--- src/rtl/cld_pkg.sv ---
// Shared types, widths and constants of the CPU load meter.
package cld_pkg;

  localparam int unsigned CLD_MAX_STEPS = 1024;
  localparam int unsigned CLD_FRAC_BITS = 16;

  localparam int unsigned TIME_W     = 56;
  localparam int unsigned POS_W      = 32;
  localparam int unsigned GAIN_W     = 16;
  localparam int unsigned TICKS_W    = 24;
  localparam int unsigned SFRAC_W    = 16;
  localparam int unsigned CFG_IDX_W  = 2;
  localparam int unsigned CFG_DATA_W = 24;

  // gains are Q8.8, step fraction is Q0.16
  localparam int unsigned GAIN_FRAC = 8;
  localparam int unsigned SF_FRAC   = 16;

  localparam logic [GAIN_W-1:0]  SPRING_RST  = 16'd2560;
  localparam logic [GAIN_W-1:0]  DAMPING_RST = 16'd1280;
  localparam logic [TICKS_W-1:0] TICKS_RST   = 24'd1000000;
  localparam logic [SFRAC_W-1:0] SFRAC_RST   = 16'd6554;

  typedef enum logic [CFG_IDX_W-1:0] {
    CFG_SPRING     = 2'd0,
    CFG_DAMPING    = 2'd1,
    CFG_STEP_TICKS = 2'd2,
    CFG_STEP_FRAC  = 2'd3
  } cfg_reg_e;

  typedef enum logic [3:0] {
    ST_IDLE,
    ST_CHECK,
    ST_PREP,
    ST_DIV,
    ST_MUL0,
    ST_MUL1,
    ST_MUL2,
    ST_MUL3,
    ST_DONE
  } cld_state_e;

  typedef struct packed {
    logic load;
    logic check;
    logic prep;
    logic div_step;
    logic mul0;
    logic mul1;
    logic mul2;
    logic mul3;
    logic publish;
  } cld_cmd_t;

  typedef struct packed {
    logic exited;
    logic advance;
    logic div_skip;
    logic div_last;
    logic step_last;
  } cld_status_t;

endpackage

--- src/rtl/cld_ctrl.sv ---
// Sequencer: poll intake, load division, integration step phases, result hand-off.
module cld_ctrl import cld_pkg::*; (
  input  logic        clk_i,
  input  logic        rst_ni,
  input  logic        in_valid_i,
  output logic        in_ready_o,
  output logic        out_valid_o,
  input  logic        out_ready_i,
  input  cld_status_t status_i,
  output cld_cmd_t    cmd_o
);

  cld_state_e state_q, state_d;
  logic       out_valid_q, out_valid_d;

  always_ff @(posedge clk_i or negedge rst_ni) begin
    if (!rst_ni) begin
      state_q     <= ST_IDLE;
      out_valid_q <= 1'b0;
    end else begin
      state_q     <= state_d;
      out_valid_q <= out_valid_d;
    end
  end

  always_comb begin
    state_d     = state_q;
    cmd_o       = '0;
    in_ready_o  = 1'b0;
    out_valid_d = out_valid_q && !out_ready_i;
    case (state_q)
      ST_IDLE: begin
        in_ready_o = 1'b1;
        if (in_valid_i) begin
          cmd_o.load = 1'b1;
          state_d    = ST_CHECK;
        end
      end
      ST_CHECK: begin
        cmd_o.check = 1'b1;
        if (status_i.exited || !status_i.advance) begin
          state_d = ST_DONE;
        end else begin
          state_d = ST_PREP;
        end
      end
      ST_PREP: begin
        cmd_o.prep = 1'b1;
        state_d    = status_i.div_skip ? ST_MUL0 : ST_DIV;
      end
      ST_DIV: begin
        cmd_o.div_step = 1'b1;
        if (status_i.div_last) begin
          state_d = ST_MUL0;
        end
      end
      ST_MUL0: begin
        cmd_o.mul0 = 1'b1;
        state_d    = ST_MUL1;
      end
      ST_MUL1: begin
        cmd_o.mul1 = 1'b1;
        state_d    = ST_MUL2;
      end
      ST_MUL2: begin
        cmd_o.mul2 = 1'b1;
        state_d    = ST_MUL3;
      end
      ST_MUL3: begin
        cmd_o.mul3 = 1'b1;
        state_d    = status_i.step_last ? ST_DONE : ST_MUL0;
      end
      ST_DONE: begin
        // wait for the result register to free up
        if (!out_valid_q || out_ready_i) begin
          cmd_o.publish = 1'b1;
          out_valid_d   = 1'b1;
          state_d       = ST_IDLE;
        end
      end
      default: begin
        state_d = ST_IDLE;
      end
    endcase
  end

  assign out_valid_o = out_valid_q;

endmodule

--- config.mk ---
export PLATFORM = sky130hd
export DESIGN_NAME = cld_ctrl
export DESIGN_NICKNAME = d
export VERILOG_FILES = /design/src/rtl/cld_pkg.sv /design/src/rtl/cld_ctrl.sv
export SDC_FILE = /design/constraint.sdc
export NUM_CORES = 1
export LEC_CHECK = 0
export ABC_AREA = 1
export BUFFER_PORTS_ARGS = -buffer_cell sky130_fd_sc_hd__buf_2
export CORE_AREA = 3 3 40 42
export CTS_BUF_LIST = sky130_fd_sc_hd__clkbuf_4
export DETAILED_ROUTE_END_ITERATION = 12
export DIE_AREA = 0 0 43 45
export SYNTH_ARGS = -nofsm -noshare
export SYNTH_HDL_FRONTEND = slang
export SYNTH_SLANG_ARGS = --single-unit
--- constraint.sdc ---
create_clock -name clk_i -period 2.25 [get_ports clk_i]
set_input_delay 0 -clock clk_i [delete_from_list [all_inputs] [get_ports clk_i]]
set_output_delay 0 -clock clk_i [all_outputs]
set_load 0.05 [all_outputs]
==> flow_summary.ini <==
[routing]
via_count = 426
ant_nets = 0
dr.pass1.iters = 4
drtIter0Drc = 13
routedWlPerCell_um = 8.840
drc = 0
wl_um = 884
vias_per_cell = 4.260

[worst_setup_path]
startpoint_type = flop
r2r-end = state_q[0]
setup.worst_path.class = reg -> out
worstReg2RegStart = state_q[2]
r2r_setup_slack_ns = 1.16
cp_max_fo = 7
reg2reg_depth = 5
worstSetupEndpointType = primary output
required_ns = 2.25
worstPathArrival_ns = 1.33

[global_routing]
antenna_found_initial = 0
grt_max_degree = 8
gr-usage-met1_pct = 12.22
use_met2_pct = 18.26
top_usage_layer = met2
grt_pass1_vias = 390
overflow = 0
met3_usage_pct = 3.586
grt_pass1_wl_um = 1531
track_usage_pct = 11.05

[layout]
drive_gt1_share_pct = 43.53
area_growth_pct = 38.80
num-nets-final = 95
antenna_cells = 0
fillerInstances = 147
fin_cells = 100

[placement]
post-place-ws_ns = 1.164
io_buffers = 19
dp_hpwl_um = 785.7
place.gp.congestion = 0.7540
placedCellCount = 95

[synthesis]
synth_top_area_cell = dfrtp_1
synth_fp_nets = 70
yosys-top-cells-count = nor2_1, inv_1, nand2_1, dfrtp_1, nand3_1
ys_seq_area_share_pct = 31.55
ys_seq_elements = 5
synth.most_common_cell = nor2_1
synth.top_cell.area_share_pct = 31.55
synthFlopType = dfrtp_1
synth-async-reset-ratio_pct = 100.0
synth.distinct_cells = 15
synth_edf_count = 0
syn_inst = 61
ys.warnings.count = 0
avgSynthCellArea_um2 = 6.502
synthTopCellsByArea = dfrtp_1, nor2_1, inv_1
synth_area_um2 = 396.6

[sta]
relSlewSlack_pct = 83.27
drv_slew = 0
tns_ns = 0
skew_ns = 0.003701
min_period_ns = 1.334
rsz0062_at_grt = false
setup_viol = 0
fin_ws_ns = 0.9159
timing.hold.ws_ns = -0.002021
tightest_slew_ns = 0.2510
post-route-period-util_pct = 59.29
timing_hold_violations_final = 1
fmax_mhz = 749.6

[hold_path]
whs_endpoint = out_valid_o
hp-start = out_ready_i
min_path_cells = 2
hold_class = in -> reg

[clock_tree]
h-tree-depth = 1
clk_pin_slew_worst_paths_ns = 0.04
cts_setup_buffers = 0
clock_path_buffers = 2
cts_resized = 0
cts_buffers = 3
cts_tree = built
root_buffer = clkbuf_4
clkSinkCount = 5
clkLatencyLatePin_ns = 0.23

[die]
die_x_um = 43
initial_core_util_pct = 30.87
num_rows = 13
die_y_um = 45
core_um2 = 1285
io_pins = 20
fp.dieArea_um2 = 1935

[power_and_ir_drop]
seqPwrFrac_pct = 19.7
leakage_nw = 0.3292
peakVddDrop_mv = 0.5921
internal_power_mw = 0.3714
pwr-share-comb_pct = 68.5
p_per_area_nw_per_um2 = 1706
sw_frac_of_total_pct = 60.46
power_mw = 0.9393
power_frac_clock_pct = 11.7
power.switching_mw = 0.5680

[job]
maxCapViolations = 0

[status]
violations = negative hold slack
status = complete, but fails checks
power groups by stage:
stage	clock network, mW	logic [mW]	registers (mW)
after global placement	0	0.642	0.183
after global routing	0.117	0.706	0.192
after CTS	0.113	0.650	0.184
final	0.110	0.644	0.185
after detailed placement	0	0.647	0.186
after floorplan	0	0.495	0.209
logic make-up after synthesis:
logic type | synth area share [%]
AO/OA/AOI/OAI | 6.938
AND/OR/NAND/NOR | 48.26
buffers and inverters | 13.25
flip-flops | 31.55
critical path: stages (launching register included):
cell     delay (ns)
dfrtp_1        0.45
nor2_2         0.19
nand2_1        0.11
nor2_1         0.09
buf_2          0.26
area by class of cell:
type,count,area [um2],area share (%)
Clock buffer,4,30.03,5.455
Multi-Input combinational cell,42,219.0,39.77
Timing Repair Buffer,20,105.1,19.09
Sequential cell,5,125.1,22.73
Inverter,14,52.55,9.545
Tap cell,15,18.77,3.409
sequential cells by signal (all words and copies together), names as in the netlist:
| signal | cells |
|---|---|
| out_valid_o | 1 |
| state_q | 4 |
metrics by stage:
stage / util [%] / cell area [um2]
after floorplan: - / 396.6
after global placement: 39.73 / 510.5
after detailed placement: 39.73 / 510.5
after CTS: 42.84 / 550.5
after global routing: 42.84 / 550.5
final: 42.84 / 550.5
layout by cell type (no fill, tap or decap), types with 3 or more instances in the layout:
| master | count |
|---|---|
| buf_2 | 19 |
| clkbuf_4 | 4 |
| inv_2 | 3 |
| nor2_1 | 12 |
| nand3_1 | 5 |
| nand2_1 | 9 |
| dfrtp_1 | 5 |
| nor2_2 | 4 |
| inv_1 | 11 |
| nand2_2 | 3 |
worst max-delay path by stage:
stage / start / endpoint / slack, ns / depth (start not counted)
2_1_floorplan: state_q[3] / cmd_o[4] / 0.62 / 3
3_3_place_gp: state_q[1] / cmd_o[8] / 1.19 / 4
3_5_place_dp: state_q[1] / cmd_o[8] / 1.16 / 4
4_1_cts: state_q[1] / cmd_o[8] / 0.91 / 4
5_1_grt: state_q[1] / cmd_o[8] / 0.77 / 4
6_report: state_q[1] / cmd_o[8] / 0.92 / 4
routing by layer:
layer,vias to the layer above,wire length [um],share of wire [%]
met5,-,0,0
met4,0,23,2.6
met3,2,32,3.6
met2,10,461,52
met1,181,367,42
li1,233,-,-
repair_timing:
action                                  in CTS  in global routing
endpoints found under the setup margin       0                  0
hold buffers                                 1                  0
endpoints found under the hold margin        5                  0
Power figures use the tool's default switching activity.
